`config.mk`:
```
export PLATFORM = sky130hd
export DESIGN_NAME = motor_speed_ramp_pwm_top
export DESIGN_NICKNAME = d
export VERILOG_FILES = /design/src/msrp_pkg.sv /design/src/msrp_datapath.sv /design/src/msrp_ctrl.sv /design/src/motor_speed_ramp_pwm_top.sv
export VERILOG_INCLUDE_DIRS = /design/src /design/src/src
export SDC_FILE = /design/constraint.sdc
export NUM_CORES = 1
export LEC_CHECK = 0
export ABC_AREA = 1
export BUFFER_PORTS_ARGS = -buffer_cell sky130_fd_sc_hd__buf_2
export CORE_ASPECT_RATIO = 1.25
export CORE_MARGIN = 1.5
export CORE_UTILIZATION = 50
export DETAILED_ROUTE_END_ITERATION = 7
export GPL_TIMING_DRIVEN = 0
export PLACE_DENSITY = 0.79
export SYNTH_ARGS = -nofsm -noshare
export SYNTH_HDL_FRONTEND = slang
export SYNTH_SLANG_ARGS = --single-unit
```
`constraint.sdc`:
```
create_clock -name clk_i -period 7.2 [get_ports clk_i]
set_clock_uncertainty 0.1 [all_clocks]
set_input_delay 1.44 -clock clk_i [delete_from_list [all_inputs] [get_ports clk_i]]
set_output_delay 1.44 -clock clk_i [all_outputs]
set_load 0.01 [all_outputs]
```
`src/motor_speed_ramp_pwm_top_defines.svh`:
```
// ----------------------------------------------------------------------------
// motor speed ramp assertion macros
// shared concurrent assertion forms, clocked on clk_i and disabled in reset
// ----------------------------------------------------------------------------
`ifndef MOTOR_SPEED_RAMP_PWM_TOP_DEFINES_SVH
`define MOTOR_SPEED_RAMP_PWM_TOP_DEFINES_SVH

// consequent in the same cycle
`define MSRP_ASSERT_NOW(lbl, ante, cons, msg) \
  lbl: assert property (@(posedge clk_i) disable iff (!rst_ni) (ante) |-> (cons)) \
    else $error(msg);

// consequent in the following cycle
`define MSRP_ASSERT_NEXT(lbl, ante, cons, msg) \
  lbl: assert property (@(posedge clk_i) disable iff (!rst_ni) (ante) |=> (cons)) \
    else $error(msg);

`endif

```
`src/msrp_pkg.sv`:
```
// ----------------------------------------------------------------------------
// msrp_pkg
// shared types and constants of the motor speed ramp and drive mapping block
// ----------------------------------------------------------------------------
package msrp_pkg;

  localparam int SPEED_BITS = 7;
  localparam int RAMP_BITS  = 16;
  localparam int LOAD_BITS  = 10;
  localparam int DRIVE_BITS = 11;
  localparam int REM_BITS   = 8;
  localparam int QUO_BITS   = 7;
  localparam int PROD_BITS  = RAMP_BITS + QUO_BITS;

  localparam logic [SPEED_BITS-1:0] SPEED_MAX     = 7'd100;
  localparam logic [SPEED_BITS-1:0] SPEED_SAT     = 7'd127;
  localparam logic [DRIVE_BITS-1:0] ESC_BASE      = 11'd1000;
  localparam logic [7:0]            DUTY_MAX      = 8'd255;
  // 255 * 5243, with 5243 / 2^19 standing in for 1 / 100
  localparam logic [20:0]           DUTY_RECIP    = 21'd1336965;
  localparam int                    DUTY_SHIFT    = 19;
  localparam logic [DRIVE_BITS-1:0] LAST_DRIVE_RST = 11'd0;

  // configuration register indexes
  localparam logic CFG_MOTOR_TYPE = 1'b0;
  localparam logic CFG_OVERLOAD   = 1'b1;

  // motor types
  localparam logic [1:0] MT_ESC     = 2'd0;
  localparam logic [1:0] MT_PWM     = 2'd1;
  localparam logic [1:0] MT_INV_PWM = 2'd2;

  localparam logic [1:0]           MOTOR_TYPE_RST = MT_PWM;
  localparam logic [LOAD_BITS-1:0] OVERLOAD_RST   = 10'd1023;

  typedef enum logic [2:0] {
    ST_IDLE,
    ST_TIME,
    ST_MUL,
    ST_DIV,
    ST_MAP,
    ST_DRIVE,
    ST_OUT
  } state_e;

  typedef struct packed {
    logic load_in;
    logic time_en;
    logic mul_en;
    logic div_en;
    logic map_en;
    logic drive_en;
    logic out_load;
  } cmd_t;

  typedef struct packed {
    logic need_write;
    logic fast;
    logic div_last;
  } sts_t;

endpackage

```
`src/msrp_datapath.sv`:
```
// ----------------------------------------------------------------------------
// msrp_datapath
// ramp state, elapsed time, multiply, shift-subtract divide, drive mapping
// ----------------------------------------------------------------------------
module msrp_datapath import msrp_pkg::*; #(
  parameter int TIME_BITS = 32
) (
  input  logic                   clk_i,
  input  logic                   rst_ni,
  input  cmd_t                   cmd_i,
  output sts_t                   sts_o,
  input  logic [SPEED_BITS-1:0]  target_speed_i,
  input  logic [RAMP_BITS-1:0]   ramp_time_i,
  input  logic [TIME_BITS-1:0]   now_ms_i,
  input  logic [LOAD_BITS-1:0]   load_sample_i,
  input  logic                   cfg_we_i,
  input  logic                   cfg_idx_i,
  input  logic [LOAD_BITS-1:0]   cfg_data_i,
  output logic [DRIVE_BITS-1:0]  drive_value_o,
  output logic                   drive_written_o,
  output logic [SPEED_BITS-1:0]  applied_speed_o,
  output logic signed [REM_BITS-1:0] remaining_o,
  output logic                   overloaded_o
);

  // configuration
  logic [1:0]           motor_type_q;
  logic [LOAD_BITS-1:0] ovl_level_q;

  // architectural ramp state
  logic [SPEED_BITS-1:0] latched_q, sv_q, cur_q;
  logic [TIME_BITS-1:0]  st_q;
  logic [DRIVE_BITS-1:0] last_drive_q;

  // request registers
  logic [SPEED_BITS-1:0] tgt_q;
  logic [RAMP_BITS-1:0]  ramp_q;
  logic [TIME_BITS-1:0]  now_q;
  logic                  ovl_q;

  // working registers
  logic [RAMP_BITS-1:0]       dt_q;
  logic signed [REM_BITS-1:0] span_q;
  logic                       fast_q, need_q, neg_q;
  logic [PROD_BITS-1:0]       r_q, dv_q;
  logic [QUO_BITS-1:0]        quo_q;
  logic [2:0]                 cnt_q;
  logic [SPEED_BITS-1:0]      nv_q;
  logic signed [REM_BITS-1:0] rem_q;

  // time step
  logic                 gt, past;
  logic [TIME_BITS-1:0] diff;
  logic [RAMP_BITS-1:0] dt_d;
  logic signed [REM_BITS-1:0] span_d;
  logic                 fast_d, need_d;

  // multiply step
  logic [SPEED_BITS-1:0] mag;
  logic [PROD_BITS-1:0]  prod;

  // divide step
  logic                 ge;

  // map step
  logic signed [SPEED_BITS+1:0] qs, v;
  logic [SPEED_BITS-1:0]        nv_d;

  // drive step
  logic [SPEED_BITS-1:0] applied;
  logic [DRIVE_BITS-1:0] esc;
  logic [27:0]           duty_prod;
  logic [7:0]            duty;
  logic [DRIVE_BITS-1:0] drive_d;

  always_comb begin
    gt     = now_q > st_q;
    diff   = now_q - st_q;
    past   = gt && (diff > TIME_BITS'(ramp_q));
    dt_d   = (gt && !past) ? diff[RAMP_BITS-1:0] : '0;
    span_d = $signed({1'b0, tgt_q}) - $signed({1'b0, sv_q});
    fast_d = (ramp_q == '0) || past;
    need_d = tgt_q != cur_q;
  end

  always_comb begin
    mag  = span_q[REM_BITS-1] ? SPEED_BITS'(-span_q) : span_q[SPEED_BITS-1:0];
    prod = PROD_BITS'(dt_q) * PROD_BITS'(mag);
  end

  assign ge = r_q >= dv_q;

  always_comb begin
    qs = neg_q ? -$signed({2'b00, quo_q}) : $signed({2'b00, quo_q});
    v  = $signed({2'b00, sv_q}) + qs;
    if (fast_q) begin
      nv_d = tgt_q;
    end else if (v < 0) begin
      nv_d = '0;
    end else if (v > $signed({2'b00, SPEED_SAT})) begin
      nv_d = SPEED_SAT;
    end else begin
      nv_d = v[SPEED_BITS-1:0];
    end
  end

  always_comb begin
    applied   = (nv_q > SPEED_MAX) ? SPEED_MAX : nv_q;
    esc       = ESC_BASE + DRIVE_BITS'(applied) * DRIVE_BITS'(10);
    duty_prod = 28'(applied) * 28'(DUTY_RECIP);
    duty      = duty_prod[DUTY_SHIFT+7:DUTY_SHIFT];
    case (motor_type_q)
      MT_ESC:     drive_d = esc;
      MT_INV_PWM: drive_d = DRIVE_BITS'(DUTY_MAX - duty);
      default:    drive_d = DRIVE_BITS'(duty);
    endcase
  end

  assign sts_o.need_write = need_d;
  assign sts_o.fast       = fast_d;
  assign sts_o.div_last   = (cnt_q == '0);

  always_ff @(posedge clk_i or negedge rst_ni) begin
    if (!rst_ni) begin
      motor_type_q <= MOTOR_TYPE_RST;
      ovl_level_q  <= OVERLOAD_RST;
      latched_q    <= '0;
      sv_q         <= '0;
      st_q         <= '0;
      cur_q        <= '0;
      last_drive_q <= LAST_DRIVE_RST;
    end else begin
      if (cfg_we_i) begin
        unique case (cfg_idx_i)
          CFG_MOTOR_TYPE: motor_type_q <= cfg_data_i[1:0];
          CFG_OVERLOAD:   ovl_level_q  <= cfg_data_i;
          default:        ;
        endcase
      end
      if (cmd_i.load_in && (target_speed_i != latched_q)) begin
        latched_q <= target_speed_i;
        sv_q      <= cur_q;
        st_q      <= now_ms_i;
      end
      if (cmd_i.drive_en) begin
        last_drive_q <= drive_d;
        cur_q        <= nv_q;
      end
    end
  end

  always_ff @(posedge clk_i) begin
    if (cmd_i.load_in) begin
      tgt_q  <= target_speed_i;
      ramp_q <= ramp_time_i;
      now_q  <= now_ms_i;
      ovl_q  <= load_sample_i > ovl_level_q;
    end
    if (cmd_i.time_en) begin
      dt_q   <= dt_d;
      span_q <= span_d;
      fast_q <= fast_d;
      need_q <= need_d;
    end
    if (cmd_i.mul_en) begin
      r_q   <= prod;
      dv_q  <= PROD_BITS'(ramp_q) << (QUO_BITS - 1);
      neg_q <= span_q[REM_BITS-1];
      quo_q <= '0;
      cnt_q <= 3'(QUO_BITS - 1);
    end
    if (cmd_i.div_en) begin
      if (ge) begin
        r_q <= r_q - dv_q;
      end
      quo_q <= {quo_q[QUO_BITS-2:0], ge};
      dv_q  <= dv_q >> 1;
      cnt_q <= cnt_q - 3'd1;
    end
    if (cmd_i.map_en) begin
      nv_q <= nv_d;
    end
    if (cmd_i.drive_en) begin
      rem_q <= $signed({1'b0, tgt_q}) - $signed({1'b0, nv_q});
    end
    if (cmd_i.out_load) begin
      drive_value_o   <= last_drive_q;
      drive_written_o <= need_q;
      applied_speed_o <= (cur_q > SPEED_MAX) ? SPEED_MAX : cur_q;
      remaining_o     <= need_q ? rem_q : '0;
      overloaded_o    <= ovl_q;
    end
  end

endmodule

```
`src/msrp_ctrl.sv`:
```
// ----------------------------------------------------------------------------
// msrp_ctrl
// sequencer for one request and output valid register
// ----------------------------------------------------------------------------
`include "motor_speed_ramp_pwm_top_defines.svh"

module msrp_ctrl import msrp_pkg::*; (
  input  logic clk_i,
  input  logic rst_ni,
  input  logic in_valid_i,
  output logic in_stall_o,
  output logic out_valid_o,
  input  logic out_stall_i,
  input  sts_t sts_i,
  output cmd_t cmd_o
);

  state_e state_q, state_d;
  logic   out_valid_q, out_valid_d;
  logic   accept;

  assign in_stall_o  = (state_q != ST_IDLE);
  assign accept      = in_valid_i && !in_stall_o;
  assign out_valid_o = out_valid_q;

  always_comb begin
    state_d = state_q;
    unique case (state_q)
      ST_IDLE: begin
        if (accept) state_d = ST_TIME;
      end
      ST_TIME: begin
        if (!sts_i.need_write) begin
          state_d = ST_OUT;
        end else if (sts_i.fast) begin
          state_d = ST_MAP;
        end else begin
          state_d = ST_MUL;
        end
      end
      ST_MUL:   state_d = ST_DIV;
      ST_DIV: begin
        if (sts_i.div_last) state_d = ST_MAP;
      end
      ST_MAP:   state_d = ST_DRIVE;
      ST_DRIVE: state_d = ST_OUT;
      ST_OUT: begin
        if (!out_valid_q || !out_stall_i) state_d = ST_IDLE;
      end
      default:  state_d = ST_IDLE;
    endcase
  end

  always_comb begin
    cmd_o          = '0;
    cmd_o.load_in  = accept;
    cmd_o.time_en  = (state_q == ST_TIME);
    cmd_o.mul_en   = (state_q == ST_MUL);
    cmd_o.div_en   = (state_q == ST_DIV);
    cmd_o.map_en   = (state_q == ST_MAP);
    cmd_o.drive_en = (state_q == ST_DRIVE);
    cmd_o.out_load = (state_q == ST_OUT) && (!out_valid_q || !out_stall_i);
    out_valid_d    = cmd_o.out_load || (out_valid_q && out_stall_i);
  end

  always_ff @(posedge clk_i or negedge rst_ni) begin
    if (!rst_ni) begin
      state_q     <= ST_IDLE;
      out_valid_q <= 1'b0;
    end else begin
      state_q     <= state_d;
      out_valid_q <= out_valid_d;
    end
  end

  `MSRP_ASSERT_NEXT(a_accept_starts, accept, state_q == ST_TIME, "accept did not start work")
  `MSRP_ASSERT_NEXT(a_div_holds, (state_q == ST_DIV) && !sts_i.div_last, state_q == ST_DIV,
                    "divide left early")
  `MSRP_ASSERT_NEXT(a_out_loaded, cmd_o.out_load, out_valid_q && (state_q == ST_IDLE),
                    "result not presented")
  `MSRP_ASSERT_NOW(a_no_overwrite, cmd_o.out_load, !out_valid_q || !out_stall_i,
                   "pending result overwritten")

endmodule

```
`src/motor_speed_ramp_pwm_top.sv`:
```
// ----------------------------------------------------------------------------
// motor_speed_ramp_pwm_top
// linear speed ramp with esc pulse or pwm duty mapping and overload flag
//
//   channel  direction  handshake               payload
//   in       input      in_valid_i/in_stall_o   target_speed, ramp_time, now_ms,
//                                               load_sample
//   out      output     out_valid_o/out_stall_i drive_value, drive_written,
//                                               applied_speed, remaining, overloaded
//   cfg      input      cfg_we_i                cfg_idx_i, cfg_data_i
//
// one request at a time: when already at target the time step goes straight to
// the result register; when the ramp is done or has zero length it adds map and
// drive; ramping adds multiply and shift-subtract divide before the result is loaded
// asynchronous active-low reset; no clearing pass
// a new request is taken while a finished result waits on out_stall_i
// ----------------------------------------------------------------------------
module motor_speed_ramp_pwm_top import msrp_pkg::*; #(
  parameter int TIME_BITS = 32
) (
  input  logic                       clk_i,
  input  logic                       rst_ni,
  input  logic                       in_valid_i,
  output logic                       in_stall_o,
  input  logic [SPEED_BITS-1:0]      target_speed_i,
  input  logic [RAMP_BITS-1:0]       ramp_time_i,
  input  logic [TIME_BITS-1:0]       now_ms_i,
  input  logic [LOAD_BITS-1:0]       load_sample_i,
  output logic                       out_valid_o,
  input  logic                       out_stall_i,
  output logic [DRIVE_BITS-1:0]      drive_value_o,
  output logic                       drive_written_o,
  output logic [SPEED_BITS-1:0]      applied_speed_o,
  output logic signed [REM_BITS-1:0] remaining_o,
  output logic                       overloaded_o,
  input  logic                       cfg_we_i,
  input  logic                       cfg_idx_i,
  input  logic [LOAD_BITS-1:0]       cfg_data_i
);

  cmd_t cmd;
  sts_t sts;

  msrp_ctrl u_ctrl (
    .clk_i       (clk_i),
    .rst_ni      (rst_ni),
    .in_valid_i  (in_valid_i),
    .in_stall_o  (in_stall_o),
    .out_valid_o (out_valid_o),
    .out_stall_i (out_stall_i),
    .sts_i       (sts),
    .cmd_o       (cmd)
  );

  msrp_datapath #(
    .TIME_BITS (TIME_BITS)
  ) u_datapath (
    .clk_i           (clk_i),
    .rst_ni          (rst_ni),
    .cmd_i           (cmd),
    .sts_o           (sts),
    .target_speed_i  (target_speed_i),
    .ramp_time_i     (ramp_time_i),
    .now_ms_i        (now_ms_i),
    .load_sample_i   (load_sample_i),
    .cfg_we_i        (cfg_we_i),
    .cfg_idx_i       (cfg_idx_i),
    .cfg_data_i      (cfg_data_i),
    .drive_value_o   (drive_value_o),
    .drive_written_o (drive_written_o),
    .applied_speed_o (applied_speed_o),
    .remaining_o     (remaining_o),
    .overloaded_o    (overloaded_o)
  );

endmodule
```
Word level (Yosys, flattened, before mapping)
Cells that the tools add are included.
{"block": "op_classes", "add_sub_neg": 10, "n_mul": 3, "order_cmp": 8, "n_eq_ne": 12, "n_mux": 22, "bitwise": 1, "reduce_logical": 22}
{"cell": "$mux W23", "count": 3}
{"cell": "$mux W7", "count": 7}
{"cell": "$gt A32 B16 Y1", "count": 1}
{"cell": "$gt A32 B32 Y1", "count": 1}
{"cell": "$sub A32 B32 Y32", "count": 1}
{"cell": "$mul A7 B21 Y27 const B", "count": 1}
{"cell": "$ge A23 B22 Y1", "count": 1}
{"cell": "$mul A16 B7 Y23", "count": 1}
{"cell": "$sub A23 B22 Y23", "count": 1}
{"cell": "$mux W22", "count": 1}
{"cell": "$pmux W11 S2", "count": 1}
{"cell": "$mux W21", "count": 1}
{"cell": "$mux W3", "count": 7}
{"cell": "$pmux W3 S7", "count": 1}
{"cell": "$logic_not A16 Y1", "count": 1}
{"cell": "$sub A7 B7 Y8", "count": 2}
{"cell": "$gt A7 B7 Y1 const B", "count": 2}
{"cell": "$ne A7 B7 Y1", "count": 2}
{"cell": "$add A10 B11 Y11 const A", "count": 1}
{"cell": "$gt A10 B10 Y1", "count": 1}
{"cell": "$mul A7 B3 Y10 const B", "count": 1}
{"cell": "$add A8 B9 Y9", "count": 1}
{"cell": "$eq A3 B3 Y1 const B", "count": 3}
{"cell": "$gt A9 B8 Y1 const B", "count": 1}
{"cell": "other kinds (20)", "count": 35}
{"block": "word_totals", "ff_bits": 261, "in_bits": 81}

Longest topological paths before layout
{"block": "logic_depth", "depth_word": 7, "mapped_depth": 35, "mapped_depth_nobuf": 33}

Cells and area by module
Synthesis repeated with hierarchy kept, for this count alone.
{"block": "unflattened", "hier_cells": 2733, "area_unflattened_um2": 21398.0}
{"mod": "msrp_datapath", "n_inst": 1, "cells_per_inst": 2686, "area_each_um2": 21115.3}
{"mod": "msrp_ctrl", "n_inst": 1, "cells_per_inst": 47, "area_each_um2": 282.8}

Worst setup path after synthesis
Ideal clock, no wire load.
{"block": "synth_timing", "kind": "reg-to-reg", "from": "reg u_datapath.span_q[0]", "to": "reg u_datapath.r_q[20]", "setup_ps": 58, "arrival_ps": 5694, "required_ps": 7042, "setup_slack_ps": 1348, "path_stages_with_launch": 34, "path_buffers": 2, "period_less_slack_ps": 5852, "cell_sequence": "edfxtp_1 -> clkbuf_1 -> inv_1 -> ha_1 -> inv_1 -> nor2_1 -> inv_1 -> nor2_1 -> inv_1 -> o31ai_1 -> or2_2 -> nand2_1 -> inv_1 -> clkbuf_1 -> nor2_1 -> fa_1 -> fa_1 -> fa_1 -> inv_1 -> fa_1 -> inv_1 -> ha_1 -> a21oi_1 -> o21ai_0 -> a21oi_1 -> o21ai_1 -> nand2_1 -> nand2_1 -> a21boi_1 -> o21ai_0 -> or2_1 -> nand3_1 -> nand3_1 -> nand2_1"}
{"block": "synth_between", "elab_chain_cells": 6}
{"item": "start, declared", "line": "msrp_datapath.sv:43", "text": "logic signed [REM_BITS-1:0] span_q;"}
{"item": "start signal, assigned", "line": "msrp_datapath.sv:161", "text": "span_q <= span_d;"}
{"item": "$neg A7 Y7", "line": "msrp_datapath.sv:87", "text": "mag = span_q[REM_BITS-1] ? SPEED_BITS'(-span_q) : span_q[SPEED_BITS-1:0];"}
{"item": "$mux W7 (*)", "line": "msrp_datapath.sv:87"}
{"item": "$mul A16 B7 Y23 (*)", "line": "msrp_datapath.sv:88", "text": "prod = PROD_BITS'(dt_q) * PROD_BITS'(mag);"}
{"item": "$mux W23 (*)", "line": "msrp_datapath.sv:165", "text": "if (cmd_i.mul_en) begin"}
{"item": "$mux W23", "line": "msrp_datapath.sv:173", "text": "if (ge) begin"}
{"item": "$mux W23 (*)", "line": "msrp_datapath.sv:172", "text": "if (cmd_i.div_en) begin"}
{"item": "end signal, assigned", "line": "msrp_datapath.sv:166", "text": "r_q <= prod;"}
{"item": "end signal, assigned", "line": "msrp_datapath.sv:174", "text": "r_q <= r_q - dv_q;"}
{"item": "end, declared", "line": "msrp_datapath.sv:45", "text": "logic [PROD_BITS-1:0] r_q, dv_q;"}
Every way passes the cells marked *; elsewhere a longest branch is shown, timed or not.
A chain may end at the register's enable or synchronous reset.

Final worst setup path
{"block": "layout_timing", "from": "reg u_datapath.span_q[0]", "to": "reg u_datapath.r_q[19]"}
Same word-level chain as after synthesis.

==> impl_metrics.csv <==
group,metric,value,unit
outcome,status,"finished clean",
sta,timing.final.ws_setup,0.494,ns
die,core-area,41000,um2
die,die_x,185,um
synthesis,synth-edff-count,158,
clock_network,clock_path_buffers,3,
global_routing,grt_max_degree,68,
global_routing,gr-total-overflow,0,
global_routing,groute.usage.overall,0.247,
synthesis,ys_types,50,
synthesis,synthTopCellsByArea,"edfxtp_1, ha_1, nand2_1, inv_1, fa_1",
run,cap_violations,0,
critical_path,regToRegStartpoint,"u_datapath.span_q[0]",
critical_path,slowest_delay,0.54,ns
critical_path,cp_max_fo,8,
synthesis,syn_area_per_cell,8.00,um2
route,wl_per_cell,15.5,um
clock_network,htreeDepth,1,
die,fp.dieH,231,um
clock_network,clkTransAtPathRegs,0.07,ns
die,die_area,42800,um2
critical_path,endpoint_kind,"flip-flop",
clock_network,tritoncts,"done",
synthesis,synth_common_cells,"nand2_1, inv_1, nor2_1, ha_1, a21oi_1",
layout,final_core_util,0.560,
global_routing,grt_pass1_vias,17876,
synthesis,yosysTopAreaCell,"edfxtp_1",
synthesis,ys_seq_elements,261,
route,drc,0,
clock_network,root_buffer,"clkbuf_16",
synthesis,syn-cell-area,20800,um2
sta,timing.fmax,149,MHz
synthesis,synthesis.instances,2596,
layout,drive_above_1_share,0.0856,
place,pre_cts_ws,0.316,ns
synthesis,syn_nets,2975,
place,dp_hpwl,42.1,mm
synthesis,ys.flop_type,"edfxtp_1",
route,wl,51.4,mm
critical_path,crit_top_cell,"inv_1",
layout,syn2layout_area_growth,10.5,%
route,dr.pass1.iters,6,
route,via_per_inst,5.23,
synthesis,synth_top_area_frac,0.228,
sta,rsz0062_at_grt,"false",
sta,hold_viol,0,
global_routing,antenna_found_initial,3,
synthesis,async_flop_share,0.307,
sta,max_slew_margin,0.323,
synthesis,ys_seq_area_frac,0.348,
clock_network,hold_buffers,0,
clock_network,numCtsBuffers,26,
place,place.gp.congestion,0.963,
sta,drv_slew,0,
synthesis,yosysWarnings,0,
place,io_buffers,110,
die,io_pins,111,
route,ant_nets,0,
die,start_util,0.506,
clock_network,clk-insertion-delay-late,0.56,ns
sta,finalCriticalPeriod,6.71,ns
min_path,hp-start,"u_datapath.ovl_q",
route,num_vias,17322,
min_path,worstHoldPathType,"reg -> reg",
sta,period_share,0.931,
layout,nNetsFinal,3115,
clock_network,cts.sinks,261,
sta,tightest_slew,1.01,ns
sta,setup_violations,0,
critical_path,startpoint_type,"flip-flop",
critical_path,startpoint,"u_datapath.span_q[0]",
synthesis,synth.most_common_cell,"nand2_1",
critical_path,arrival,7.04,ns
die,rows,83,
critical_path,slowest_stage,"fa_1",
global_routing,grt_pass1_wl,84.9,mm
critical_path,crit_type,"reg -> reg",
critical_path,required,7.54,ns
route,drt_iter0_drc,902,
timing repair:
item,CTS,global route
setup endpoints to repair,0,5
buffers inserted,0,1
gates resized for setup,0,1
through the flow:
stage | hold WS [ns] | TNS, ns | std cells | instance area (um2)
6_report | 0.326 | 0 | 3309 | 23000
5_1_grt | 0.324 | 0 | 3308 | 23000
4_1_cts | 0.317 | 0 | 3309 | 22900
3_5_place_dp | 0.313 | 0 | 3261 | 22100
3_3_place_gp | 0.308 | -0.654 | 3258 | 22000
2_1_floorplan | 0.300 | 0 | 2596 | 20800
flip-flops by register name, summed over array words and instances, names as in the netlist, 8 cells and up:
signal,count
u_datapath.r_q,23
u_datapath.st_q,32
u_datapath.remaining_o,8
u_datapath.now_q,32
u_datapath.last_drive_q,11
u_datapath.ovl_level_q,10
u_datapath.dt_q,16
u_datapath.dv_q,22
u_datapath.drive_value_o,11
u_datapath.span_q,8
u_datapath.ramp_q,16
u_datapath.rem_q,8
layout by cell type (no fill, tap or decap), types with 4 or more instances in the layout:
| cell type | synthesis | layout |
|---|---|---|
| clkbuf_16 | 0 | 26 |
| clkbuf_8 | 0 | 5 |
| dfrtp_1 | 69 | 69 |
| a211oi_1 | 4 | 4 |
| ha_1 | 207 | 207 |
| buf_2 | 1 | 110 |
| a21oi_1 | 175 | 174 |
| nor4_1 | 8 | 8 |
| clkbuf_1 | 39 | 42 |
| o31ai_1 | 5 | 5 |
| nor2_1 | 254 | 251 |
| xor2_1 | 56 | 56 |
| nor3_1 | 18 | 18 |
| nand3_1 | 82 | 82 |
| nand2_1 | 561 | 561 |
| o21ai_0 | 121 | 121 |
| a31oi_1 | 11 | 11 |
| a21o_1 | 15 | 15 |
| xnor2_1 | 28 | 28 |
| nand2_2 | 8 | 8 |
| fa_1 | 91 | 91 |
| or2_2 | 21 | 21 |
| nor2_2 | 15 | 16 |
| o21bai_1 | 7 | 7 |
| o211ai_1 | 13 | 13 |
| edfxtp_1 | 158 | 158 |
| dfxtp_1 | 23 | 23 |
| mux2_2 | 6 | 6 |
| dfstp_2 | 11 | 11 |
| o21ai_1 | 6 | 6 |
| inv_1 | 523 | 522 |
| nand4_1 | 24 | 24 |
per-layer routing:
metal,vias to the layer above,GRT usage,part of all wire
li1,8557,-,-
met1,8149,0.279,0.39
met2,474,0.457,0.52
met3,140,0.0281,0.047
met4,2,0.120,0.049
met5,-,0,0.00025
worst max-delay path: cells and delay by family, from the launching register on:
family / cells / cell delay, ns
AO/OA/AOI/OAI: 7 / 1.45
adder cells (fa/ha/maj): 6 / 2.68
buffers and inverters: 10 / 0.94
flip-flops: 1 / 0.51
AND/OR/NAND/NOR: 7 / 0.91
final cells by class:
class / count / area, um2
multi-input combinational: 1766 / 11400
timing repair buffer: 114 / 623
tap: 552 / 691
sequential: 261 / 7220
clock inverter: 12 / 98.8
antenna: 1 / 2.50
inverter: 528 / 1990
buffer: 39 / 155
clock buffer: 36 / 738
fill: 3700 / 18100
path summary, 6_finish.rpt:
kind | end | slack, ns | cells past startpoint
worst max-delay path | u_datapath.r_q[19] | 0.49 | 30
worst min-delay path | u_datapath.overloaded_o | 0.33 | 0
worst max register to register | u_datapath.r_q[19] | 0.49 | 30
worst min register to register | u_datapath.overloaded_o | 0.33 | 0
max in group asynchronous | u_datapath.ovl_level_q[5] | 5.72 | 2
min in group asynchronous | u_datapath.st_q[26] | 0.65 | 1
cells by family (layout without fill, tap and decap cells):
kind of cell | after synthesis | count (layout) | share of synthesized area
XOR/XNOR | 84 | 84 | 0.0354
multiplexers | 6 | 6 | 0.00325
adder cells (fa/ha/maj) | 298 | 298 | 0.212
AO/OA/AOI/OAI | 372 | 372 | 0.0976
flip-flops | 261 | 261 | 0.348
buffers and inverters | 569 | 729 | 0.103
AND/OR/NAND/NOR | 1006 | 1006 | 0.201
other | 0 | 1 | 0
Power is left out: the tool's default activity adds up to more than one toggle a clock period on the data nets, which glitch-free logic cannot reach.
